[config.mk]
export PLATFORM = sky130hd
export DESIGN_NAME = mqdo_ram
export DESIGN_NICKNAME = d
export VERILOG_FILES = /design/src/rtl/mqdo_ram.sv
export SDC_FILE = /design/constraint.sdc
export NUM_CORES = 1
export LEC_CHECK = 0
export BUFFER_PORTS_ARGS = -buffer_cell sky130_fd_sc_hd__buf_4
export CORE_MARGIN = 1.5
export CORE_UTILIZATION = 40
export DETAILED_ROUTE_END_ITERATION = 7
export PLACE_DENSITY = 0.65
export SYNTH_ARGS = -nofsm -noshare
export SYNTH_HDL_FRONTEND = slang
export SYNTH_SLANG_ARGS = --single-unit
[constraint.sdc]
create_clock -name clk -period 0.9 [get_ports clk]
set_input_delay 0.045 -clock clk [delete_from_list [all_inputs] [get_ports clk]]
set_output_delay 0.045 -clock clk [all_outputs]
set_load 0.01 [all_outputs]
[src/rtl/mqdo_ram.sv]
// ---------------------------------------------------------------------------
// mqdo_ram
// Generic single-clock RAM, one write and one read port, registered read.
// ---------------------------------------------------------------------------
`default_nettype none

module mqdo_ram #(
  parameter int WIDTH = 8,
  parameter int DEPTH = 2,
  localparam int AW = (DEPTH > 1) ? $clog2(DEPTH) : 1
) (
  input  wire logic             clk,
  input  wire logic             we,
  input  wire logic [AW-1:0]    waddr,
  input  wire logic [WIDTH-1:0] wdata,
  input  wire logic             re,
  input  wire logic [AW-1:0]    raddr,
  output logic      [WIDTH-1:0] rdata
);

  logic [WIDTH-1:0] mem [DEPTH];

  always_ff @(posedge clk) begin
    if (we) begin
      mem[waddr] <= wdata;
    end
    if (re) begin
      rdata <= mem[raddr];
    end
  end

endmodule

`default_nettype wire

After elaboration in Yosys (flattened, before gate mapping)
Memory sizes are Yosys's and may differ from the RTL's. A register that Yosys moved wholly into a read port is not among the register bits.
Index checks and enable logic that the tools add are counted.

word-level totals
  flip-flop bits (word level) = 0
  memory bits (writable) = 16
  input port bits = 13
  output and inout bits = 8
  word-level logic and storage cells = 3
  memories kept = 1

memory list
  name  words  width  rd ports  clocked after memory_dff  write ports  RTL line  RTL
  mem   2      8      1         1                         1            21        logic [WIDTH-1:0] mem [DEPTH];

cells by class
  mux-type cells = 2

operators with widths
  cell              count
  1-bit 2-to-1 mux  2

Longest topological paths before layout
Gate-level depths: netlist of the first run.

  depth after elaboration = 2
  gate-level depth with buffers = 2
  mapped depth without buffers = 1

Least setup slack after synthesis of the first run
Ideal clock, no wire load.

  path type = reg-to-reg
  start point = mem mem[0][0]
  end point = reg rdata[0], read port of mem, data pin
  library setup time = 0.260 ns
  arrival time = 0.590 ns
  data required time = 0.640 ns
  slack = 0.050 ns
  cell stages (with the launch flop) = 2
  path buffers = 0
  clock period less this slack = 0.850 ns
  path through = edfxtp_1 mux2_4

RTL lines
  item                RTL line  RTL
  start: declaration  21
  end: declaration    18        output logic [WIDTH-1:0] rdata

No word-level cell between the ends.

Worst setup path in the final report of the first run
  start point = mem mem[0][0]
  end point = reg rdata[0], read port of mem, data pin

No word-level cell between the ends.

==> results.cfg, run 1 <==
[cts]
cts.sink_count = 24
clk_latency_ns = 0.29
clockBufferDepth = 2
ctsRootBufferMaster = clkbuf_4
tritoncts = built
htree_levels = 1
numCtsBuffers = 3
postCtsSetupRepairBufs = 0
cts.clk_slew.worst_paths_ns = 0.11

[die]
fp.coreArea_mm2 = 0.002002
dieArea_mm2 = 0.002449
initial_core_util_pct = 43.19
dieWidth_um = 49.49
ios = 21
chipHeight_um = 49.49
rows = 16

[synthesis]
synth_top_family_by_area = multiplexers
yosysWarnings = 0
seq_area_frac_synth_pct = 83.36
ys_seq_elements = 24
synthCells = 35
synth-xor-area-share_pct = 0
synth-simple-area-share_pct = 1.447
synthMuxAreaShare_pct = 13.89
synth-compound-area-share_pct = 0
synth.avg_cell_area_um2 = 24.70
synth_nets = 48
ys_types = 5
synth_area_um2 = 864.6
synthAdderAreaFrac_pct = 0

[setup_path]
crit_type = reg2reg
r2r_slack_ns = -0.004
reg2reg_to = rdata[0]$_DFFE_PP_
required_ns = 0.96
worstPathMaxFanout = 1
path_cells = mux2_4
reg2reg_depth = 1
critPathSlowestCell = edfxtp_1
path_delay_family = flip-flops
timing.rr.start = mem[0][0]$_DFFE_PP_
endpoint_kind = register
arrival_ns = 0.96
max_stage_delay_ns = 0.40
start_kind = register
cp_num_buf_inv = 0

[placed_design]
gp_congestion = 0.6205
port_buffers = 20
post-place-ws_ns = -0.001011

[global_routing]
grt_max_degree = 13
grt_pass1_wl_um = 1835
grt_use_total_pct = 10.74
antenna_found_initial = 0
grt_pass1_vias = 388
gr-total-overflow = 0

[route]
firstDrtPassIters = 2
vias = 405
antenna_left = 0
viasPerCell = 4.263
drc = 0
wl_per_cell_um = 12.20
initialDrtViolationCount = 1
wirelength_um = 1159

[outcome]
violations = setup timing
run_status = finished, violations left

[timing]
hold_slack_ns = 0.1904
setup_viol_count_final = 1
hold_viol = 0
timing.final.crit_share_pct = 100.4
maxSlewViolCount = 0
worstMarginPinSlew_ns = 0.1591
setup_ws_ns = -0.003614
skew_ns = 0.004438
rsz0062_at_grt = true
min_period_ns = 0.9036
max_slew_margin_pct = 89.40
fmax_ghz = 1.107

[cells_and_area]
syn_to_final_growth_pct = 36.47
layout_commonest_cell = edfxtp_1
final_util_pct = 58.94
fill_cells = 163
nNetsFinal = 83
final_cell_mix = edfxtp_1 (24), buf_4 (18), dlygate4sd3_1 (9)
diodes = 0
drive_gt1_share_pct = 48.53

[worst_hold_path]
worst_hold_path_type = in2reg
whs_path_depth = 3
hold_end = mem[0][7]$_DFFE_PP_
worst_hold_startpoint = waddr

[power_and_ir_drop]
leakagePower_nw = 0.4617
power_mw = 1.996
p_per_area_mw_per_mm2 = 1692
peakVddDrop_uv = 1005

[flow_run]
cap_viol_max_count = 0
## Yosys cell counts
master / count / area [µm²]
and2_1: 1 / 6.260
buf_6: 1 / 11.26
edfxtp_1: 24 / 720.7
mux2_4: 8 / 120.1
nor2b_1: 1 / 6.260
## metal layers
layer | vias to the layer above | wire, µm | global-route usage, %
met5 | - | 0 | 0
met2 | 16 | 630 | 18.24
met4 | 0 | 0 | 5.556
met1 | 186 | 476 | 11.73
met3 | 0 | 52 | 3.939
li1 | 203 | - | -
## cell families after synthesis
kind of cell	count (synthesis)
buf+inv	1
flops	24
mux	8
simple gates	2
## what timing repair did
item / CTS / global route
endpoints found under the hold margin: 16 / 8
endpoints found under the setup margin: 1 / 12
gates resized for setup: 0 / 4
hold buffers: 8 / 1
## through the flow
step | instance area (µm²) | cells | setup TNS [ns]
after floorplan | 864.6 | 35 | 0
after global placement | 1052 | 83 | 0
after detailed placement | 1052 | 83 | -0.001011
after CTS | 1155 | 94 | -0.01392
after global routing | 1180 | 95 | -0.1921
final | 1180 | 95 | -0.003614
## sequential cells by signal, summed over array words and instances, names as in the netlist
signal,flops
mem,16
rdata,8
## where the power goes
group / switching, mW / internal, mW / total, mW / leakage, nW
sequential: 0.0208 / 1.32 / 1.34 / 0.228
combinational: 0.0773 / 0.151 / 0.229 / 0.219
clock: 0.272 / 0.156 / 0.428 / 0.0138
total: 0.371 / 1.63 / 2.00 / 0.462
## area by class of cell
class,instances,area [µm²],share of cell area (%)
flip-flops and latches,24,720.7,61.08
repair buffers,31,270.3,22.91
multi-input cells,10,132.6,11.24
well taps,27,33.78,2.863
clock buffers,3,22.52,1.909
## worst max path at each step
stage | startpoint | cells after the start | slack, ns | to
2_1_floorplan | mem[0][0]$_DFFE_PP_ | 1 | 0.05 | rdata[0]$_DFFE_PP_
3_3_place_gp | mem[1][2]$_DFFE_PP_ | 1 | 0.03 | rdata[2]$_DFFE_PP_
3_5_place_dp | mem[0][0]$_DFFE_PP_ | 1 | -0.001 | rdata[0]$_DFFE_PP_
4_1_cts | mem[0][0]$_DFFE_PP_ | 1 | -0.01 | rdata[0]$_DFFE_PP_
5_1_grt | mem[0][0]$_DFFE_PP_ | 1 | -0.03 | rdata[0]$_DFFE_PP_
6_report | mem[0][0]$_DFFE_PP_ | 1 | -0.004 | rdata[0]$_DFFE_PP_
Note: power is estimated with default switching activity, not from simulation.
==> run 2, diff against run 1 <==
--- a/config.mk
+++ b/config.mk
@@ -9,7 +9,10 @@
 export CORE_MARGIN = 1.5
 export CORE_UTILIZATION = 40
 export DETAILED_ROUTE_END_ITERATION = 7
+export HOLD_SLACK_MARGIN = 0.05
 export PLACE_DENSITY = 0.65
+export RECOVER_POWER = 100
+export SKIP_LAST_GASP = 1
 export SYNTH_ARGS = -nofsm -noshare
 export SYNTH_HDL_FRONTEND = slang
 export SYNTH_SLANG_ARGS = --single-unit
==> run 2 against run 1 <==
The run still ends with setup timing left. Total power decreased by 0.44%. Sequential power about the same. Register-to-register slack about the same. First-iteration DRC count increased to 5.0 times the previous value. Maximum frequency increased by 0.23%. Worst setup slack improved by 0.0021 ns. Combinational power decreased by 6%.
==> results.cfg, run 2 (synthesized netlist as in run 1, its figures left out) <==
[outcome]
run_status = finished, violations left
violations = setup timing

[setup_path]
critPathSlowestCell = edfxtp_1
cp_num_buf_inv = 0
start_kind = register
max_stage_delay_ns = 0.40
path_delay_family = flip-flops
endpoint_kind = register
crit_type = reg2reg
r2r_slack_ns = -0.002
required_ns = 0.96
worstPathMaxFanout = 1
path_cells = mux2_4
reg2reg_to = rdata[0]$_DFFE_PP_
arrival_ns = 0.96
timing.rr.start = mem[0][0]$_DFFE_PP_
reg2reg_depth = 1

[cells_and_area]
layout_commonest_cell = edfxtp_1
drive_gt1_share_pct = 41.18
layout.cells.non_filler = 95
top_regs = mem (16), rdata (8)
largest_reg_flops = 16
syn_to_final_growth_pct = 34.01
design_area_mm2 = 0.001159
nNetsFinal = 83
final_cell_mix = edfxtp_1 (24), clkbuf_4 (9), dlygate4sd3_1 (9)
diodes = 0
top_register = mem
fill_cells = 167

[worst_hold_path]
hold_end = rdata[6]$_DFFE_PP_
worst_hold_startpoint = raddr
worst_hold_path_type = in2reg
whs_path_depth = 2

[cts]
cts.clk_slew.worst_paths_ns = 0.12
tritoncts = built
ctsRootBufferMaster = clkbuf_4
numCtsBuffers = 3
clockBufferDepth = 2
clk_latency_ns = 0.30
htree_levels = 1
postCtsSetupRepairBufs = 0
cts.sink_count = 24

[timing]
hold_viol = 0
max_slew_margin_pct = 68.80
timing.final.crit_share_pct = 100.2
fmax_ghz = 1.109
fin_setup_tns_ns = -0.001544
min_period_ns = 0.9015
worstMarginPinSlew_ns = 0.4680
skew_ns = 0.003047
maxSlewViolCount = 0
setup_ws_ns = -0.001544
hold_slack_ns = 0.1977
rsz0062_at_grt = true
setup_viol_count_final = 1

[route]
wl_per_cell_um = 12.03
antenna_left = 0
initialDrtViolationCount = 5
firstDrtPassIters = 2
vias = 406
wirelength_um = 1143
viasPerCell = 4.274
drc = 0

[global_routing]
grt_pass1_wl_um = 1835
gr-total-overflow = 0
grt_max_degree = 13
grt_pass1_vias = 388
grt_use_total_pct = 10.74
antenna_found_initial = 0

[die]
rows = 16
fp.coreArea_mm2 = 0.002002
chipHeight_um = 49.49
ios = 21
initial_core_util_pct = 43.19
dieArea_mm2 = 0.002449
dieWidth_um = 49.49

[power_and_ir_drop]
power_mw = 1.988
power.switching_uw = 373.6
p_per_area_mw_per_mm2 = 1716
leakagePower_nw = 0.4403
seqPwrFrac_pct = 67.4
peakVddDrop_uv = 1006
p_sw_share_pct = 18.80
pwr-share-clk_pct = 21.7
cellInternalPower_mw = 1.614
comb_power_share_pct = 10.9

[placed_design]
port_buffers = 20
dpl_cell_area_mm2 = 0.001052
gp_congestion = 0.6205
dp_cells = 83

[flow_run]
cap_viol_max_count = 0
run 2: layer usage:
| metal | share of wire, % | vias to the layer above | global-route usage [%] |
|---|---|---|---|
| li1 | - | 205 | - |
| met5 | 0 | - | 0 |
| met1 | 41 | 185 | 11.93 |
| met3 | 4.6 | 0 | 3.636 |
| met4 | 0 | 0 | 5.556 |
| met2 | 55 | 16 | 18.24 |
run 2: what timing repair did:
action,4_1_cts,5_1_grt
hold buffers,9,0
endpoints found under the hold margin,24,0
resized for setup,0,4
cloned,0,0
setup endpoints to repair,1,12
run 2: metrics by stage:
stage	setup WS [ns]	utilization (%)
6_report	-0.001544	57.88
5_1_grt	-0.03412	57.88
4_1_cts	-0.01392	58.19
3_5_place_dp	-0.001011	52.56
3_3_place_gp	0.03474	52.56
2_1_floorplan	0.04963	-
run 2: area by class of cell:
| cell class | instances | area, µm² | area share (%) |
|---|---|---|---|
| clock buffers | 3 | 22.52 | 1.944 |
| multi-input cells | 10 | 132.6 | 11.45 |
| flip-flops and latches | 24 | 720.7 | 62.20 |
| well taps | 27 | 33.78 | 2.916 |
| repair buffers | 31 | 249.0 | 21.49 |
run 2: power by group through the flow:
stage | logic (mW) | clock network (mW) | registers, mW
6_report | 0.216 | 0.432 | 1.34
5_1_grt | 0.232 | 0.504 | 1.35
4_1_cts | 0.223 | 0.446 | 1.34
3_5_place_dp | 0.192 | 0 | 1.36
3_3_place_gp | 0.188 | 0 | 1.36
2_1_floorplan | 0.0764 | 0 | 1.38
run 2: how the worst max path moves through the flow:
stage,from,end,slack (ns),depth (start not counted)
2_1_floorplan,mem[0][0]$_DFFE_PP_,rdata[0]$_DFFE_PP_,0.05,1
3_3_place_gp,mem[1][2]$_DFFE_PP_,rdata[2]$_DFFE_PP_,0.03,1
3_5_place_dp,mem[0][0]$_DFFE_PP_,rdata[0]$_DFFE_PP_,-0.001,1
4_1_cts,mem[0][0]$_DFFE_PP_,rdata[0]$_DFFE_PP_,-0.01,1
5_1_grt,mem[0][0]$_DFFE_PP_,rdata[0]$_DFFE_PP_,-0.03,1
6_report,mem[0][0]$_DFFE_PP_,rdata[0]$_DFFE_PP_,-0.002,1
