--- src/rtl/mqdo_pkg.sv ---
// ---------------------------------------------------------------------------
// mqdo_pkg
// Shared sizes, codes, types and helpers for the multi-queue drop-oldest FIFO.
// ---------------------------------------------------------------------------
`default_nettype none

package mqdo_pkg;

  // Sizing
  localparam int NUM_QUEUES   = 256;
  localparam int QUEUE_DEPTH  = 32;
  localparam int PAYLOAD_BITS = 32;

  // Fixed field widths of the channels
  localparam int OP_W      = 2;
  localparam int QID_W     = 8;
  localparam int WORD_W    = 32;
  localparam int STATUS_W  = 3;
  localparam int FILL_OUT_W = 6;

  // Derived widths
  localparam int QSEL_W  = (NUM_QUEUES > 1) ? $clog2(NUM_QUEUES) : 1;
  localparam int HEAD_W  = $clog2(QUEUE_DEPTH);
  localparam int FILL_W  = $clog2(QUEUE_DEPTH + 1);
  localparam int MSG_AW  = $clog2(NUM_QUEUES * QUEUE_DEPTH);
  localparam int QS_W    = HEAD_W + FILL_W;

  localparam logic [FILL_W-1:0] DEPTH_F    = FILL_W'(QUEUE_DEPTH);
  localparam logic [FILL_W-1:0] DEPTH_M1_F = FILL_W'(QUEUE_DEPTH - 1);
  localparam logic [FILL_W:0]   DEPTH_S    = (FILL_W + 1)'(QUEUE_DEPTH);
  localparam logic [HEAD_W-1:0] LAST_SLOT  = HEAD_W'(QUEUE_DEPTH - 1);

  // Request opcodes
  localparam logic [OP_W-1:0] OP_ADD   = 2'd0;
  localparam logic [OP_W-1:0] OP_DRAIN = 2'd1;
  localparam logic [OP_W-1:0] OP_COUNT = 2'd2;

  // Result status codes
  localparam logic [STATUS_W-1:0] ST_ADDED   = 3'd0;
  localparam logic [STATUS_W-1:0] ST_DROPPED = 3'd1;
  localparam logic [STATUS_W-1:0] ST_REJECT  = 3'd2;
  localparam logic [STATUS_W-1:0] ST_DRAINED = 3'd3;
  localparam logic [STATUS_W-1:0] ST_NONE    = 3'd4;
  localparam logic [STATUS_W-1:0] ST_COUNT   = 3'd5;

  typedef enum logic [1:0] {
    S_IDLE,
    S_LOOKUP,
    S_DRAIN_RD,
    S_DRAIN_WAIT
  } state_t;

  // Queue state table access
  typedef struct packed {
    logic              rd;
    logic              wr;
    logic [QSEL_W-1:0] addr;
    logic [HEAD_W-1:0] head;
    logic [FILL_W-1:0] fill;
  } qs_req_t;

  // Message store access (one address, read or write)
  typedef struct packed {
    logic                    we;
    logic                    re;
    logic [MSG_AW-1:0]       addr;
    logic [PAYLOAD_BITS-1:0] wdata;
  } msg_req_t;

  // Next slot, wrapping at the queue depth
  function automatic logic [HEAD_W-1:0] head_inc(input logic [HEAD_W-1:0] h);
    head_inc = (h == LAST_SLOT) ? '0 : h + HEAD_W'(1);
  endfunction

  // (h + n) mod depth for h < depth, n <= depth
  function automatic logic [HEAD_W-1:0] slot_add(input logic [HEAD_W-1:0] h,
                                                 input logic [FILL_W-1:0] n);
    logic [FILL_W:0] s;
    s = (FILL_W + 1)'(h) + (FILL_W + 1)'(n);
    if (s >= DEPTH_S) s = s - DEPTH_S;
    slot_add = HEAD_W'(s);
  endfunction

endpackage

`default_nettype wire

--- src/rtl/mqdo_ram.sv ---
// ---------------------------------------------------------------------------
// mqdo_ram
// Generic single-clock RAM, one write and one read port, registered read.
// ---------------------------------------------------------------------------
`default_nettype none

module mqdo_ram #(
  parameter int WIDTH = 8,
  parameter int DEPTH = 2,
  localparam int AW = (DEPTH > 1) ? $clog2(DEPTH) : 1
) (
  input  wire logic             clk,
  input  wire logic             we,
  input  wire logic [AW-1:0]    waddr,
  input  wire logic [WIDTH-1:0] wdata,
  input  wire logic             re,
  input  wire logic [AW-1:0]    raddr,
  output logic      [WIDTH-1:0] rdata
);

  logic [WIDTH-1:0] mem [DEPTH];

  always_ff @(posedge clk) begin
    if (we) begin
      mem[waddr] <= wdata;
    end
    if (re) begin
      rdata <= mem[raddr];
    end
  end

endmodule

`default_nettype wire

--- src/rtl/mqdo_qstate.sv ---
// ---------------------------------------------------------------------------
// mqdo_qstate
// Per-queue head/fill table: RAM plus per-entry valid bits so that a queue
// never written since reset reads as empty.
// ---------------------------------------------------------------------------
`default_nettype none

module mqdo_qstate (
  input  wire logic                       clk,
  input  wire logic                       rst,
  input  wire mqdo_pkg::qs_req_t          req,
  output logic [mqdo_pkg::HEAD_W-1:0]     head,
  output logic [mqdo_pkg::FILL_W-1:0]     fill
);
  import mqdo_pkg::*;

  logic [NUM_QUEUES-1:0] vld;
  logic                  rd_vld;
  logic [QS_W-1:0]       rdata;

  mqdo_ram #(.WIDTH(QS_W), .DEPTH(NUM_QUEUES)) u_ram (
    .clk   (clk),
    .we    (req.wr),
    .waddr (req.addr),
    .wdata ({req.head, req.fill}),
    .re    (req.rd),
    .raddr (req.addr),
    .rdata (rdata)
  );

  always_ff @(posedge clk) begin
    if (rst) begin
      vld    <= '0;
      rd_vld <= 1'b0;
    end else begin
      if (req.wr) begin
        vld[req.addr] <= 1'b1;
      end
      if (req.rd) begin
        rd_vld <= vld[req.addr];
      end
    end
  end

  assign head = rd_vld ? rdata[QS_W-1:FILL_W] : '0;
  assign fill = rd_vld ? rdata[FILL_W-1:0]    : '0;

endmodule

`default_nettype wire

--- config.mk ---
export PLATFORM = sky130hd
export DESIGN_NAME = mqdo_qstate
export DESIGN_NICKNAME = d
export VERILOG_FILES = /design/src/rtl/mqdo_pkg.sv /design/src/rtl/mqdo_ram.sv /design/src/rtl/mqdo_qstate.sv
export SDC_FILE = /design/constraint.sdc
export NUM_CORES = 2
export LEC_CHECK = 0
export ABC_CLOCK_PERIOD_IN_PS = 6450
export CAP_MARGIN = 25
export CORE_AREA = 2 2 630 632
export CTS_CLUSTER_DIAMETER = 150
export DETAILED_ROUTE_END_ITERATION = 8
export DIE_AREA = 0 0 632 634
export DONT_BUFFER_PORTS = 1
export SYNTH_ARGS = -nofsm -noshare
export SYNTH_HDL_FRONTEND = slang
export SYNTH_SLANG_ARGS = --single-unit
--- constraint.sdc ---
create_clock -name clk -period 6.45 [get_ports clk]
set_input_delay 1.29 -clock clk [delete_from_list [all_inputs] [get_ports clk]]
set_output_delay 1.29 -clock clk [all_outputs]
set_load 0.01 [all_outputs]
======== Yosys cells after proc, flatten, opt, wreduce, memory -nomap -nowiden ========
Memory sizes are Yosys's and may differ from the RTL's. A register that Yosys moved wholly into a read port is not among the register bits.
Index checks and enable logic that the tools add are counted.
operators by class
  muxes and demuxes ....................... 8
  $lt $le $gt $ge ......................... 2
  reduce and logical (&&, ||, !) cells .... 1
  bitwise operators ....................... 1
operator list
  kind                                                                          count
  256-bit bitwise OR                                                            1
  8-bit by 9-bit less-than comparator with 1-bit output, second input constant  1
  1-bit binary-select mux with 8-bit select                                     1
  1-bit demux with 8-bit select                                                 1
  8-bit by 1-bit >= comparator with 1-bit output, second input constant         1
  6-bit two-way mux                                                             1
  5-bit two-way mux                                                             1
  1-bit two-way mux                                                             4
  1-bit logical AND                                                             1
word-level totals
  logic and storage cells ................. 15
  bits in registers ....................... 257
  memories ................................ 1
  output and inout bits ................... 11
  memory bits (writable) .................. 2,816
  input bits .............................. 23
memories
  name       depth  bits a word  rd ports  clocked after Yosys merged registers in  write ports  line            text
  u_ram.mem  256    11           1         1                                        1            mqdo_ram.sv:21  logic [WIDTH-1:0] mem [DEPTH];

======== Logic depth before layout (Yosys ltp) ========
  depth after elaboration ................. 5
  depth in mapped cells ................... 13
  depth with buffers taken out ............ 7

======== By module ========
Synthesis repeated with hierarchy kept, for this count alone.
unflattened totals
  cell total of the unflattened synthesis .. 6,109
  area total of the unflattened synthesis .. 119,114.2 sq um
by module, submodules not included
  module       sequential area each (sq um)  times used  area each (sq um)  cells each
  mqdo_ram     84,891.4                      1           108,823.1          4,999
  mqdo_qstate  5,144.9                       1           10,291.1           1,110

======== Worst setup path after synthesis ========
No wires, ideal clock.
  path kind ............................... input -> register
  start ................................... in req[11] (netlist bit)
  end ..................................... reg u_ram.rdata[5], read port of u_ram.mem (data pin)
  slack ................................... 2.453 ns
  buffers on the path ..................... 4
  setup time .............................. 0.257 ns
  data required time ...................... 6.193 ns
  cell stages on the path ................. 10
  data arrival time ....................... 3.741 ns
  cell sequence ........................... buf_6 -> buf_2 -> buf_2 -> buf_2 -> mux4_2 -> mux4_2 -> a22oi_1 -> nand2_1 -> nor3_1 -> nand2_1
RTL lines
  element      line               text
  from (decl)  mqdo_qstate.sv:11  input wire mqdo_pkg::qs_req_t req,
  to (decl)    mqdo_ram.sv:18     output logic [WIDTH-1:0] rdata

==> results_dict.tcl <==
set metrics [dict create \
    outcome "finished, violations left" \
    violations "slew limit" \
    powerDensity_nw_per_um2 304 \
    ys_ff_latch 3084 \
    port_buffers 0 \
    antenna_found_initial 15 \
    dp_hpwl_um 172000 \
    cts-root-buf "clkbuf_16" \
    rsz0062_at_grt "no" \
    synth_edf_count 2827 \
    grt_util_met2_pct 24.7 \
    io_pins 34 \
    netSwitchingFraction_pct 20.4 \
    cp.arrival_ns 6.73 \
    syn_avg_cell_area_um2 21.4 \
    met3_usage_pct 2.83 \
    rows 231 \
    yosysSeqAreaShare_pct 76.4 \
    min_period_over_period_pct 94.8 \
    vdd_drop_max_mv 0.212 \
    cp.required_ns 7.06 \
    p_comb_share_pct 3.6 \
    hold_viol 0 \
    first_global_vias 58100 \
    synthAdderAreaFrac_pct 0 \
    slew-limit-headroom_pct -3.24 \
    rr_startpoint "u_ram.mem[188][8]$_DFFE_PP_" \
    fmax_mhz 164 \
    synthSimpleGateAreaFrac_pct 3.19 \
    numCtsBuffers 321 \
    synth_cell_types 53 \
    setup_violations 0 \
    vias 57700 \
    cell_internal_pwr_mw 32.9 \
    worstMarginPinSlew_ns 1.55 \
    insertion_delay_ns 0.88 \
    ant_nets 0 \
    grtUsageMet1_pct 20.6 \
    cts_resized 0 \
    synth-compound-area-share_pct 1.11 \
    gp_congestion 0.821 \
    cts_tree "yes" \
    r2r_cells 5 \
    grt_util_all_layers_pct 15.2 \
    maxCapViolations 0 \
    dr.pass1.iters 5 \
    min_path_type "reg2reg" \
    report.final.slew_viol_count 131 \
    rrSetupSlack_ns 3.22 \
    wl_um 310000 \
    synth_top_family_by_area "multiplexers" \
    core-area_um2 394000 \
    dieArea_um2 401000 \
    syn_area_um2 118000 \
    drc_errors 0 \
    vias_per_cell 5.07 \
    cts_buffer_depth 4 \
    fill_cells 36500 \
    start_kind "input port" \
    synth_xor_area_share_pct 0 \
    start_util_pct 29.9 \
    routedWlPerCell_um 27.2 \
    syn_inst 5494 \
    crit-reg2reg-capture "u_ram.rdata[8]$_DFFE_PP_" \
    die_h_um 634 \
    ys_warn_count 0 \
    drtIter0Drc 8068 \
    cts_max_level 5 \
    grt.overflow.total 0 \
    crit_end "u_ram.rdata[0]$_DFFE_PP_" \
    grt_max_degree 803 \
    dieWidth_um 632 \
    syn_to_final_growth_pct 15.6 \
    clock-sinks 3084 \
    drive_gt1_share_pct 29.0 \
    power.clock.fraction_pct 43.5 \
    power_mw 41.4 \
    nNetsFinal 5887 \
    holdBufCountCts 0 \
    p_sw_mw 8.45 \
    syn-num-nets 5517 \
    skew_ns 0.0557 \
    tns_ns 0 \
    end_kind "flip-flop" \
    clk_pin_slew_worst_paths_ns 0.06 \
    synthMuxAreaShare_pct 18.0 \
    path_class "in2reg" \
    cts_setup_buffers 0 \
    synth_flop_cell "edfxtp_1" \
    async_flop_share_pct 0 \
    grt_pass1_wl_um 439000 \
    cp-startpoint "req[12]" \
    seqPwrFrac_pct 52.9 \
    min_period_ns 6.11 \
    path_max_fanout 221 \
    busiest_layer "met2" \
    p_leak_nw 42.1 \
]
==> flip-flops by register name, indices dropped and copies added, names as in the netlist <==
register,flops
u_ram.mem,2816
vld,256
u_ram.rdata,11
rd_vld,1
==> cell usage after synthesis (4+ instances only) <==
cell type	n	area share, %
a21oi_1	25	0.11
nand3_1	13	0.055
dfxtp_1	257	4.4
nand2b_1	9	0.048
mux2_2	23	0.22
a31oi_1	5	0.027
o21ai_0	17	0.072
clkbuf_1	136	0.43
nand4_1	5	0.027
buf_1	30	0.096
a211oi_1	4	0.025
buf_4	31	0.20
buf_2	101	0.43
nor2_1	772	2.5
a32oi_1	4	0.030
a2111oi_0	4	0.030
buf_6	5	0.048
and2_1	15	0.080
a22o_1	8	0.059
o211ai_1	7	0.045
o22ai_1	8	0.042
nand2_1	97	0.31
mux4_2	917	18
a221oi_1	7	0.052
o21ba_2	12	0.10
nor3_1	11	0.047
mux2i_1	33	0.28
edfxtp_1	2827	72
a22oi_1	61	0.39
nor2b_1	13	0.069
==> cell type report <==
cell class,instances,area (um^2),area share (%)
clock buffer,437,8800,6.47
multi-input combinational,2103,26400,19.4
clock inverter,143,1360,0.999
inverter,4,22.5,0.0165
antenna,10,25.0,0.0184
sequential,3084,90000,66.1
tap,5242,6560,4.82
timing repair buffer,350,2930,2.15
==> worst min-delay path by stage <==
| stage | from | end | cells past startpoint |
|---|---|---|---|
| floorplan | vld[13]$_SDFFE_PP0P_ | vld[13]$_SDFFE_PP0P_ | 2 |
| global placement | vld[18]$_SDFFE_PP0P_ | vld[18]$_SDFFE_PP0P_ | 2 |
| detailed placement | vld[61]$_SDFFE_PP0P_ | vld[61]$_SDFFE_PP0P_ | 2 |
| CTS | vld[61]$_SDFFE_PP0P_ | vld[61]$_SDFFE_PP0P_ | 2 |
| global route | vld[61]$_SDFFE_PP0P_ | vld[61]$_SDFFE_PP0P_ | 2 |
| finish | vld[241]$_SDFFE_PP0P_ | vld[241]$_SDFFE_PP0P_ | 2 |
==> cell families after synthesis <==
family | Yosys count
AOI/OAI and AO/OA | 179
muxes | 973
DFF | 3084
buffers and inverters | 307
and+or+nand+nor | 951
==> stage by stage <==
| step | setup slack [ns] | cell area [um^2] | util [%] | instances | hold slack [ns] |
|---|---|---|---|---|---|
| finish | 0.337 | 136000 | 34.5 | 11400 | 0.463 |
| global route | 0.338 | 136000 | 34.5 | 11400 | 0.485 |
| CTS | 1.31 | 136000 | 34.5 | 11400 | 0.463 |
| detailed placement | 0.370 | 126000 | 31.9 | 10800 | 0.450 |
| global placement | 0.270 | 126000 | 31.9 | 10800 | 0.444 |
| floorplan | 2.45 | 118000 | - | 5494 | 0.432 |
==> placed cells by master, fill, tap and decap left out, types with 9 or more instances in the layout <==
master and n:
edfxtp_1 2827, mux2i_1 33, clkinv_1 47, mux2_2 23, a22oi_1 61, dfxtp_1 257, clkinvlp_4 9, mux4_2 917
nor2_1 771, buf_16 10, clkbuf_16 326, nand3_1 13, nand2b_1 9, nor2b_1 10, a21oi_1 25, clkbuf_1 88
buf_4 332, nand2_1 82, diode_2 10, o21ba_2 12, and2_1 15, o21ai_0 17, clkinv_2 47, clkbuf_8 23
nand2_2 15, bufinv_16 19
==> power by group through the flow <==
stage	Sequential, mW	Clock, mW	Combinational [mW]
after floorplan	22.3	0	1.05
after global placement	22.3	0	1.39
after detailed placement	22.3	0	1.39
after CTS	21.9	18.3	1.40
after global routing	21.9	19.0	1.55
final	21.9	18.0	1.50
==> worst max-delay path: stages <==
cell     delay (ns)
buf_16         0.62
buf_16         0.59
buf_16         0.73
mux4_2         0.48
mux4_2         0.56
a22oi_1        0.45
a21oi_1        0.45
or4_1          0.65
==> routing by layer <==
metal	vias up	wire length, um	part of all wire [%]
li1	23400	-	-
met4	2	9920	3.2
met1	31100	125000	40
met2	2617	149000	48
met5	-	7	0.0023
met3	494	26100	8.4
No activity file was read; power rests on OpenSTA's default activity.
