===== src/rtl/mqdo_pkg.sv =====
// ---------------------------------------------------------------------------
// mqdo_pkg
// Shared sizes, codes, types and helpers for the multi-queue drop-oldest FIFO.
// ---------------------------------------------------------------------------
`default_nettype none

package mqdo_pkg;

  // Sizing
  localparam int NUM_QUEUES   = 256;
  localparam int QUEUE_DEPTH  = 32;
  localparam int PAYLOAD_BITS = 32;

  // Fixed field widths of the channels
  localparam int OP_W      = 2;
  localparam int QID_W     = 8;
  localparam int WORD_W    = 32;
  localparam int STATUS_W  = 3;
  localparam int FILL_OUT_W = 6;

  // Derived widths
  localparam int QSEL_W  = (NUM_QUEUES > 1) ? $clog2(NUM_QUEUES) : 1;
  localparam int HEAD_W  = $clog2(QUEUE_DEPTH);
  localparam int FILL_W  = $clog2(QUEUE_DEPTH + 1);
  localparam int MSG_AW  = $clog2(NUM_QUEUES * QUEUE_DEPTH);
  localparam int QS_W    = HEAD_W + FILL_W;

  localparam logic [FILL_W-1:0] DEPTH_F    = FILL_W'(QUEUE_DEPTH);
  localparam logic [FILL_W-1:0] DEPTH_M1_F = FILL_W'(QUEUE_DEPTH - 1);
  localparam logic [FILL_W:0]   DEPTH_S    = (FILL_W + 1)'(QUEUE_DEPTH);
  localparam logic [HEAD_W-1:0] LAST_SLOT  = HEAD_W'(QUEUE_DEPTH - 1);

  // Request opcodes
  localparam logic [OP_W-1:0] OP_ADD   = 2'd0;
  localparam logic [OP_W-1:0] OP_DRAIN = 2'd1;
  localparam logic [OP_W-1:0] OP_COUNT = 2'd2;

  // Result status codes
  localparam logic [STATUS_W-1:0] ST_ADDED   = 3'd0;
  localparam logic [STATUS_W-1:0] ST_DROPPED = 3'd1;
  localparam logic [STATUS_W-1:0] ST_REJECT  = 3'd2;
  localparam logic [STATUS_W-1:0] ST_DRAINED = 3'd3;
  localparam logic [STATUS_W-1:0] ST_NONE    = 3'd4;
  localparam logic [STATUS_W-1:0] ST_COUNT   = 3'd5;

  typedef enum logic [1:0] {
    S_IDLE,
    S_LOOKUP,
    S_DRAIN_RD,
    S_DRAIN_WAIT
  } state_t;

  // Queue state table access
  typedef struct packed {
    logic              rd;
    logic              wr;
    logic [QSEL_W-1:0] addr;
    logic [HEAD_W-1:0] head;
    logic [FILL_W-1:0] fill;
  } qs_req_t;

  // Message store access (one address, read or write)
  typedef struct packed {
    logic                    we;
    logic                    re;
    logic [MSG_AW-1:0]       addr;
    logic [PAYLOAD_BITS-1:0] wdata;
  } msg_req_t;

  // Next slot, wrapping at the queue depth
  function automatic logic [HEAD_W-1:0] head_inc(input logic [HEAD_W-1:0] h);
    head_inc = (h == LAST_SLOT) ? '0 : h + HEAD_W'(1);
  endfunction

  // (h + n) mod depth for h < depth, n <= depth
  function automatic logic [HEAD_W-1:0] slot_add(input logic [HEAD_W-1:0] h,
                                                 input logic [FILL_W-1:0] n);
    logic [FILL_W:0] s;
    s = (FILL_W + 1)'(h) + (FILL_W + 1)'(n);
    if (s >= DEPTH_S) s = s - DEPTH_S;
    slot_add = HEAD_W'(s);
  endfunction

endpackage

`default_nettype wire


===== src/rtl/mqdo_if.sv =====
// ---------------------------------------------------------------------------
// mqdo_if
// Request and result channels of the multi-queue drop-oldest FIFO.
// ---------------------------------------------------------------------------
`default_nettype none

interface mqdo_cmd_if;
  import mqdo_pkg::*;
  logic              valid;
  logic              ready;
  logic [OP_W-1:0]   op;
  logic [QID_W-1:0]  queue_id;
  logic [WORD_W-1:0] payload;
  logic              is_empty;

  modport source (output valid, op, queue_id, payload, is_empty, input ready);
  modport sink   (input valid, op, queue_id, payload, is_empty, output ready);
endinterface

interface mqdo_rsp_if;
  import mqdo_pkg::*;
  logic                  valid;
  logic                  ready;
  logic [STATUS_W-1:0]   status;
  logic [FILL_OUT_W-1:0] fill;
  logic [WORD_W-1:0]     out_payload;
  logic                  last;

  modport source (output valid, status, fill, out_payload, last, input ready);
  modport sink   (input valid, status, fill, out_payload, last, output ready);
endinterface

`default_nettype wire


===== src/rtl/mqdo_ctrl.sv =====
// ---------------------------------------------------------------------------
// mqdo_ctrl
// Request sequencer: table lookup, read-modify-write, drain walk and the
// result register.
// ---------------------------------------------------------------------------
`default_nettype none

module mqdo_ctrl (
  input  wire logic                          clk,
  input  wire logic                          rst,
  mqdo_cmd_if.sink                           cmd,
  mqdo_rsp_if.source                         rsp,
  output mqdo_pkg::qs_req_t                  qs_req,
  input  wire logic [mqdo_pkg::HEAD_W-1:0]   qs_head,
  input  wire logic [mqdo_pkg::FILL_W-1:0]   qs_fill,
  output mqdo_pkg::msg_req_t                 msg_req,
  input  wire logic [mqdo_pkg::PAYLOAD_BITS-1:0] msg_rdata
);
  import mqdo_pkg::*;

  state_t state, state_next;

  // Captured request
  logic [OP_W-1:0]         op_r;
  logic [QID_W-1:0]        q_r;
  logic [PAYLOAD_BITS-1:0] word_r;
  logic                    empty_r;

  // Drain walk
  logic [HEAD_W-1:0] head_r, head_next;
  logic [FILL_W-1:0] cnt_r, cnt_next;
  logic [FILL_W-1:0] pos_r, pos_next;

  // Result register
  logic                  rsp_valid;
  logic [STATUS_W-1:0]   rsp_status;
  logic [FILL_OUT_W-1:0] rsp_fill;
  logic [WORD_W-1:0]     rsp_word;
  logic                  rsp_last;

  logic                  ld;
  logic [STATUS_W-1:0]   ld_status;
  logic [FILL_W-1:0]     ld_fill;
  logic [WORD_W-1:0]     ld_word;
  logic                  ld_last;

  logic                  accept;
  logic                  can_emit;
  logic                  q_ok;
  logic [QSEL_W-1:0]     q_sel;
  logic [MSG_AW-1:0]     base;
  logic [HEAD_W-1:0]     add_head;
  logic [FILL_W-1:0]     add_fill;
  logic [STATUS_W-1:0]   add_status;
  logic [FILL_W-1:0]     pos_inc;

  assign accept   = cmd.valid && cmd.ready;
  assign can_emit = !rsp_valid || rsp.ready;
  assign q_ok     = 32'(q_r) < 32'(NUM_QUEUES);
  assign q_sel    = QSEL_W'(q_r);
  assign base     = MSG_AW'(q_sel) * MSG_AW'(QUEUE_DEPTH);
  assign pos_inc  = pos_r + FILL_W'(1);

  // Add: make room by dropping the oldest when full
  always_comb begin
    if (qs_fill >= DEPTH_F) begin
      add_head   = head_inc(qs_head);
      add_fill   = DEPTH_M1_F;
      add_status = ST_DROPPED;
    end else begin
      add_head   = qs_head;
      add_fill   = qs_fill;
      add_status = ST_ADDED;
    end
  end

  always_comb begin
    state_next    = state;
    head_next     = head_r;
    cnt_next      = cnt_r;
    pos_next      = pos_r;
    cmd.ready     = 1'b0;
    qs_req        = '0;
    qs_req.addr   = q_sel;
    msg_req       = '0;
    msg_req.wdata = word_r;
    ld            = 1'b0;
    ld_status     = ST_NONE;
    ld_fill       = '0;
    ld_word       = '0;
    ld_last       = 1'b1;

    case (state)
      S_IDLE: begin
        cmd.ready   = 1'b1;
        qs_req.addr = QSEL_W'(cmd.queue_id);
        if (cmd.valid) begin
          qs_req.rd  = 1'b1;
          state_next = S_LOOKUP;
        end
      end

      S_LOOKUP: begin
        case (op_r)
          OP_ADD: begin
            if (can_emit) begin
              ld         = 1'b1;
              state_next = S_IDLE;
              if (!q_ok || empty_r) begin
                ld_status = ST_REJECT;
              end else begin
                ld_status     = add_status;
                ld_fill       = add_fill + FILL_W'(1);
                msg_req.we    = 1'b1;
                msg_req.addr  = base + MSG_AW'(slot_add(add_head, add_fill));
                qs_req.wr     = 1'b1;
                qs_req.head   = add_head;
                qs_req.fill   = add_fill + FILL_W'(1);
              end
            end
          end

          OP_DRAIN: begin
            if (!q_ok || qs_fill == '0) begin
              if (can_emit) begin
                ld         = 1'b1;
                ld_status  = ST_NONE;
                state_next = S_IDLE;
              end
            end else begin
              head_next   = qs_head;
              cnt_next    = (qs_fill > DEPTH_F) ? DEPTH_F : qs_fill;
              pos_next    = '0;
              qs_req.wr   = 1'b1;
              qs_req.head = slot_add(qs_head, cnt_next);
              qs_req.fill = '0;
              state_next  = S_DRAIN_RD;
            end
          end

          OP_COUNT: begin
            if (can_emit) begin
              ld         = 1'b1;
              ld_status  = ST_COUNT;
              ld_fill    = q_ok ? qs_fill : '0;
              state_next = S_IDLE;
            end
          end

          default: begin
            state_next = S_IDLE;
          end
        endcase
      end

      S_DRAIN_RD: begin
        msg_req.re   = 1'b1;
        msg_req.addr = base + MSG_AW'(head_r);
        state_next   = S_DRAIN_WAIT;
      end

      S_DRAIN_WAIT: begin
        if (can_emit) begin
          ld         = 1'b1;
          ld_status  = ST_DRAINED;
          ld_fill    = pos_inc;
          ld_word    = WORD_W'(msg_rdata);
          ld_last    = (pos_inc == cnt_r);
          head_next  = head_inc(head_r);
          pos_next   = pos_inc;
          state_next = ld_last ? S_IDLE : S_DRAIN_RD;
        end
      end

      default: begin
        state_next = S_IDLE;
      end
    endcase
  end

  always_ff @(posedge clk) begin
    if (rst) begin
      state     <= S_IDLE;
      rsp_valid <= 1'b0;
    end else begin
      state <= state_next;
      if (ld) begin
        rsp_valid <= 1'b1;
      end else if (rsp.ready) begin
        rsp_valid <= 1'b0;
      end
    end
  end

  always_ff @(posedge clk) begin
    if (accept) begin
      op_r    <= cmd.op;
      q_r     <= cmd.queue_id;
      word_r  <= PAYLOAD_BITS'(cmd.payload);
      empty_r <= cmd.is_empty;
    end
    head_r <= head_next;
    cnt_r  <= cnt_next;
    pos_r  <= pos_next;
    if (ld) begin
      rsp_status <= ld_status;
      rsp_fill   <= FILL_OUT_W'(ld_fill);
      rsp_word   <= ld_word;
      rsp_last   <= ld_last;
    end
  end

  assign rsp.valid       = rsp_valid;
  assign rsp.status      = rsp_status;
  assign rsp.fill        = rsp_fill;
  assign rsp.out_payload = rsp_word;
  assign rsp.last        = rsp_last;

endmodule

`default_nettype wire


===== src/flat_wrapper.sv =====
// flat-port wrapper written by rule: the top's interface ports become plain ports
module mqdo_ctrl_flat import mqdo_pkg::*;
  (clk, rst, qs_req, qs_head, qs_fill, msg_req, msg_rdata, cmd_valid, cmd_op, cmd_queue_id, cmd_payload, cmd_is_empty, cmd_ready, rsp_valid, rsp_status, rsp_fill, rsp_out_payload, rsp_last, rsp_ready);
  mqdo_cmd_if cmd_i ();
  mqdo_rsp_if rsp_i ();
  input  wire logic clk;
  input  wire logic rst;
  output mqdo_pkg::qs_req_t qs_req;
  input  wire logic [mqdo_pkg::HEAD_W-1:0] qs_head;
  input  wire logic [mqdo_pkg::FILL_W-1:0] qs_fill;
  output mqdo_pkg::msg_req_t msg_req;
  input  wire logic [mqdo_pkg::PAYLOAD_BITS-1:0] msg_rdata;
  input wire logic [$bits(cmd_i.valid)-1:0] cmd_valid;
  input wire logic [$bits(cmd_i.op)-1:0] cmd_op;
  input wire logic [$bits(cmd_i.queue_id)-1:0] cmd_queue_id;
  input wire logic [$bits(cmd_i.payload)-1:0] cmd_payload;
  input wire logic [$bits(cmd_i.is_empty)-1:0] cmd_is_empty;
  output wire logic [$bits(cmd_i.ready)-1:0] cmd_ready;
  output wire logic [$bits(rsp_i.valid)-1:0] rsp_valid;
  output wire logic [$bits(rsp_i.status)-1:0] rsp_status;
  output wire logic [$bits(rsp_i.fill)-1:0] rsp_fill;
  output wire logic [$bits(rsp_i.out_payload)-1:0] rsp_out_payload;
  output wire logic [$bits(rsp_i.last)-1:0] rsp_last;
  input wire logic [$bits(rsp_i.ready)-1:0] rsp_ready;
  assign cmd_i.valid = cmd_valid;
  assign cmd_i.op = cmd_op;
  assign cmd_i.queue_id = cmd_queue_id;
  assign cmd_i.payload = cmd_payload;
  assign cmd_i.is_empty = cmd_is_empty;
  assign cmd_ready = cmd_i.ready;
  assign rsp_valid = rsp_i.valid;
  assign rsp_status = rsp_i.status;
  assign rsp_fill = rsp_i.fill;
  assign rsp_out_payload = rsp_i.out_payload;
  assign rsp_last = rsp_i.last;
  assign rsp_i.ready = rsp_ready;
  mqdo_ctrl u_core (.clk(clk), .rst(rst), .cmd(cmd_i), .rsp(rsp_i), .qs_req(qs_req), .qs_head(qs_head), .qs_fill(qs_fill), .msg_req(msg_req), .msg_rdata(msg_rdata));
endmodule

===== config.mk =====
export PLATFORM = sky130hd
export DESIGN_NAME = mqdo_ctrl_flat
export DESIGN_NICKNAME = d
export VERILOG_FILES = /design/src/rtl/mqdo_pkg.sv /design/src/rtl/mqdo_if.sv /design/src/rtl/mqdo_ctrl.sv /design/src/flat_wrapper.sv
export SDC_FILE = /design/constraint.sdc
export NUM_CORES = 1
export LEC_CHECK = 0
export ABC_AREA = 1
export BUFFER_PORTS_ARGS = -buffer_cell sky130_fd_sc_hd__clkbuf_2
export CAP_MARGIN = 10
export CORE_UTILIZATION = 39
export CTS_BUF_LIST = sky130_fd_sc_hd__clkbuf_16
export DETAILED_ROUTE_END_ITERATION = 16
export PLACE_DENSITY = 0.63
export REMOVE_ABC_BUFFERS = 1
export SLEW_MARGIN = 40
export SYNTH_ARGS = -nofsm -noshare
export SYNTH_HDL_FRONTEND = slang
export SYNTH_SLANG_ARGS = --single-unit

===== constraint.sdc =====
create_clock -name clk -period 6.7 [get_ports clk]
set_input_delay 0 -clock clk [delete_from_list [all_inputs] [get_ports clk]]
set_output_delay 0 -clock clk [all_outputs]
set_load 0.01 [all_outputs]

# Yosys cells after proc, flatten, opt, wreduce, memory -nomap -nowiden
# Cells that the tools add are included.
dict set report word_totals {
  regBits 105
  latchBits 0
  ram_bits 0
  mem_bits_ro 0
  inputBits 90
  elab_cells 119
  memories 0
}
dict set report classes {
  add_sub_neg 10
  mul 0
  div_mod_pow 0
  magnitude_cmp 4
  eq_ne 12
  shift 0
  n_mux 66
  bitwise_logic 1
  n_reduce_logical 13
}
# operator n
set ops {}
lappend ops {{5-bit 2-to-1 mux} 12}
lappend ops {{6-bit 2-to-1 mux} 9}
lappend ops {{11-bit 2-to-1 mux} 4}
lappend ops {{13-bit 2-to-1 mux} 3}
lappend ops {{6-bit case mux with 2 select lines} 3}
lappend ops {{13-bit by 5-bit adder with 13-bit output} 2}
lappend ops {{13-bit case mux with 2 select lines} 1}
lappend ops {{11-bit case mux with 2 select lines} 1}
lappend ops {{1-bit 2-to-1 mux} 16}
lappend ops {{5-bit by 6-bit adder with 7-bit output} 2}
lappend ops {{7-bit by 6-bit >= comparator with 1-bit output, second input constant} 2}
lappend ops {{6-bit by 1-bit adder with 6-bit output, second input constant} 2}
lappend ops {{3-bit case mux with 2 select lines} 2}
lappend ops {{5-bit by 1-bit adder with 5-bit output, second input constant} 2}
lappend ops {{5-bit == test, second input constant} 2}
lappend ops {{2-bit 2-to-1 mux} 5}
lappend ops {{5-bit case mux with 2 select lines} 1}
lappend ops {{5-bit by 1-bit subtractor with 5-bit output, second input constant} 2}
lappend ops {{3-bit 2-to-1 mux} 3}
lappend ops {{8-bit 2-to-1 mux} 1}
lappend ops {{2-bit case mux with 4 select lines} 1}
lappend ops {{2-bit == test, second input constant} 3}
lappend ops {{6-bit == test} 1}
lappend ops {{6-bit >= comparator, second input constant} 1}
lappend ops {{other kinds (17)} 25}

# Logic depth before layout (Yosys ltp)
dict set report depth {
  word_depth 15
  depth_mapped 13
  mapped_depth_nobuf 13
}

# Worst setup path before layout
# Ideal clock, no wire load.
dict set report synth_timing {
  path_kind {register to register}
  start {register u_core.state[0]}
  end {register u_core.rsp_fill[0] (netlist: u_core.rsp.fill[0]) (enable)}
  setup_ps 455
  t_arrival_ps 3015
  required_ps 6245
  path_slack_ps 3231
  stages_incl_launch_ff 6
  n_path_buf 1
  synth_period_minus_slack_ps 3469
  cell_sequence {dfxtp_1 -> ha_1 -> buf_2 -> nor2_1 -> nor2_1 -> a21boi_1}
}
dict set report synth_between {
  elab_chain_len 2
}
# item line
set synth_rtl {}
lappend synth_rtl {{start: declaration} mqdo_ctrl.sv:21} ;# state_t state, state_next;
lappend synth_rtl {{start signal: assignment} mqdo_ctrl.sv:186} ;# state <= state_next;
lappend synth_rtl {{2-bit == test / 2-bit by 1-bit == test with 1-bit output (equally long branches)} mqdo_ctrl.sv:93} ;# case (state)
lappend synth_rtl {{1-bit case mux with 2 select lines *} mqdo_ctrl.sv:93}
lappend synth_rtl {{via u_core.ld} mqdo_ctrl.sv:41} ;# logic ld;
lappend synth_rtl {{end signal: assignment} mqdo_ctrl.sv:207} ;# rsp_fill <= FILL_OUT_W'(ld_fill);
lappend synth_rtl {{end: declaration} mqdo_ctrl.sv:37} ;# logic [FILL_OUT_W-1:0] rsp_fill;
# The timed path passes the listed nets; every way through them passes the cells marked *.
# A chain may end at the register's enable or synchronous reset.

# Worst setup path after layout
dict set report layout_timing {
  start {register u_core.pos_r[0]}
  end {register u_core.state[1]}
}
dict set report layout_between {
  elab_chain_len 5
}
# item line
set layout_rtl {}
lappend layout_rtl {{start: declaration} mqdo_ctrl.sv:32} ;# logic [FILL_W-1:0] pos_r, pos_next;
lappend layout_rtl {{start signal: assignment} mqdo_ctrl.sv:204} ;# pos_r <= pos_next;
lappend layout_rtl {{6-bit by 1-bit adder with 6-bit output} mqdo_ctrl.sv:62} ;# assign pos_inc = pos_r + FILL_W'(1);
lappend layout_rtl {{6-bit == test} mqdo_ctrl.sv:168} ;# ld_last = (pos_inc == cnt_r);
lappend layout_rtl {{2-bit 2-to-1 mux} mqdo_ctrl.sv:171} ;# state_next = ld_last ? S_IDLE : S_DRAIN_RD;
lappend layout_rtl {{2-bit 2-to-1 mux} mqdo_ctrl.sv:163} ;# if (can_emit) begin
lappend layout_rtl {{2-bit case mux with 4 select lines} mqdo_ctrl.sv:93}
# Every way passes these cells. The select of a mux whose other input is x is not followed.

==> results.toml <==
[drt]
wl_per_cell_um = 13.7
wl_met2_um = 6330
drtAntennaViolNets = 0
firstDrtPassIters = 5
top_layer_used = "met4"
wl_um = 13100
met1Wirelength_um = 5530
vias_per_cell = 4.64
vias = 4416
detail_route.iter0.violations = 200
wl_met3_um = 953
route.detailed.drc = 0

[timing]
holdWs_ns = 0.0837
finalSetupTns_ns = 0
period_share_pct = 35.2
finalHoldViolCount = 0
finalClockSkew_ns = 0.00731
rsz0062_at_grt = "false"
worst_pin_slew_ns = 0.679
slew_headroom_pct = 54.7
fmax_mhz = 424
timing.final.setup_violations = 0
drv_slew = 0
fin_crit_ns = 2.36

[min_path]
min_path_type = "in -> reg"

[placement]
dpl_cell_area_mm2 = 0.00630
gp_congestion = 0.882
dpl.hpwl_um = 9330
dpl.cell_count = 857
port-buffer-count = 201

[pwr]
powerDensity_mw_per_mm2 = 215
p_leak_nw = 3.47
irDropWorstVdd_uv = 144

[yosys]
synth.area.top_cells = "edfxtp_1, inv_1, nor2_1, nand2_1, ha_1"
netlist.area_leader.share_pct = 60.0
ys_ff_latch = 105
postSynthAreaPerCell_um2 = 10.3
synth_edf_count = 102
syn-cell-area_mm2 = 0.00511
synth_flop_cell = "edfxtp_1"
synth_top_cell_by_area = "edfxtp_1"
yosysSeqAreaShare_pct = 61.1
synth_cells = 494
yosys_warnings = 0
yosysUniqueCellTypes = 43
async_reset_ff_share_pct = 0

[finish]
mostFrequentLayoutCells = "clkbuf_2, edfxtp_1, inv_1, dlygate4sd3_1, nor2_1"
multi_input_area_mm2 = 0.00159
fin_cells = 951
nNetsFinal = 884
utilization_pct = 58.3
area_growth_pct = 44.7
nFillCells = 1091
design_area_mm2 = 0.00739
final_common_cell = "clkbuf_2"
drive_gt1_share_pct = 31.1
num_antenna_cells = 0
final-seq-area_mm2 = 0.00312

[cts]
cts_made_buffers = 9
clock-root-buffer = "clkbuf_16"
path_clk_slew_ns = 0.07
cts_max_path_buffers = 2
cts_sinks = 105
cts_tree = "built"
cts_setup_buffers = 0
clk_latency_ns = 0.35
h-tree-depth = 3

[global_route]
overflow = 0
track_usage_pct = 19.2
grt_max_degree = 43
antenna_found_initial = 0
grt_pass1_wl_um = 19600
grt_pass1_vias = 4164

[die]
start_util_pct = 40.3
core_mm2 = 0.0127
dieHeight_um = 116
rows = 41
die_x_um = 116
boundaryPins = 202
die_area_mm2 = 0.0136

[setup_path]
critPathLaunchType = "register"
cp-end-kind = "register"
worstPathArrival_ns = 2.60
critical_path_class = "reg -> reg"
worstPathRequired_ns = 6.94
critPathMaxFanout = 8

[status]
outcome = "completed"

[run]
max_cap_violations = 0
-- where the power goes --
part,internal [mW],total (mW),leakage [nW],switching [mW]
Sequential,0.766,0.784,0.992,0.0179
Combinational,0.113,0.259,2.33,0.146
Clock,0.297,0.543,0.151,0.246
-- registers in the layout, indices dropped and copies added (netlist names), 2 cells and up --
register and cells:
u_core.rsp.out_payload 32, u_core.word_r 32, u_core.q_r 8, u_core.cnt_r 6, u_core.pos_r 6, u_core.rsp.fill 6, u_core.head_r 5, u_core.rsp.status 3
u_core.op_r 2, u_core.state 2
-- cells in the mapped netlist, types with 2 or more instances --
cell        n
nor2_4      2
inv_1      84
nor2_2      2
xor2_1      6
nand2_1    67
nand3_2     2
o21ai_0    22
a21oi_1    24
or2_2       2
nor4_1      2
nand2_2     3
ha_1       18
buf_4       2
xnor2_1     4
o21ai_1     4
fa_1        2
inv_2       3
nor2_1     75
a31oi_1     2
nand3_1    18
edfxtp_1  102
nor3_1      6
o22ai_1     7
buf_2       5
dfxtp_1     3
nand4_1     4
clkbuf_1    6
a21o_1      2
-- layer usage --
layer  track usage, %  up-vias
met5                0        -
met4             6.67        0
met2             32.5      181
li1                 -     2201
met3             4.83       23
met1             23.8     2011
-- timing repair --
item                                   in CTS  in global routing
endpoints found under the hold margin      78                  0
hold buffers                               78                  0
gates resized for setup                     0                  0
-- cell families after synthesis --
family | count (synthesis) | share of synthesized area (%)
AO/OA/AOI/OAI | 68 | 7.40
XOR/XNOR | 10 | 1.71
adder cells (fa/ha/maj) | 20 | 5.19
buffers and inverters | 102 | 7.96
flip-flops | 105 | 61.1
AND/OR/NAND/NOR | 189 | 16.6
-- per-stage QoR --
stage	power, mW	setup slack, ns
final	1.59	4.34
after global routing	1.66	4.10
after CTS	1.60	4.32
after detailed placement	1.02	4.36
after global placement	1.02	4.44
after floorplan	0.921	2.74
-- layout make-up --
type                    instances  area share (%)
multi-input cells             287            21.5
clock inverters                 7            1.19
well taps                     172            2.91
repair buffers                283            24.6
clock buffers                   9            3.05
inverters                      88            4.50
flip-flops and latches        105            42.3
-- final timing paths --
check                           depth (start not counted)  slack (ns)            start              end
worst max-delay path                                   11        4.34  u_core.pos_r[0]  u_core.state[1]
worst min-delay path                                    3        0.08       qs_fill[2]  u_core.cnt_r[2]
worst max register to register                         11        4.34  u_core.pos_r[0]  u_core.state[1]
worst min register to register                          2        0.53  u_core.state[0]  u_core.state[0]
-- worst max-delay path: stages, from the launching register on --
cell and delay (ns):
edfxtp_1 0.52, ha_1 0.33, xnor2_1 0.19, nand2_1 0.08, nand2_1 0.06, nor2_1 0.15, nand3_2 0.12, nand2_1 0.08
nand2_1 0.06, nand2_1 0.07, a21oi_2 0.05, dlygate4sd3_1 0.54
No activity file was read; power rests on OpenSTA's default activity.
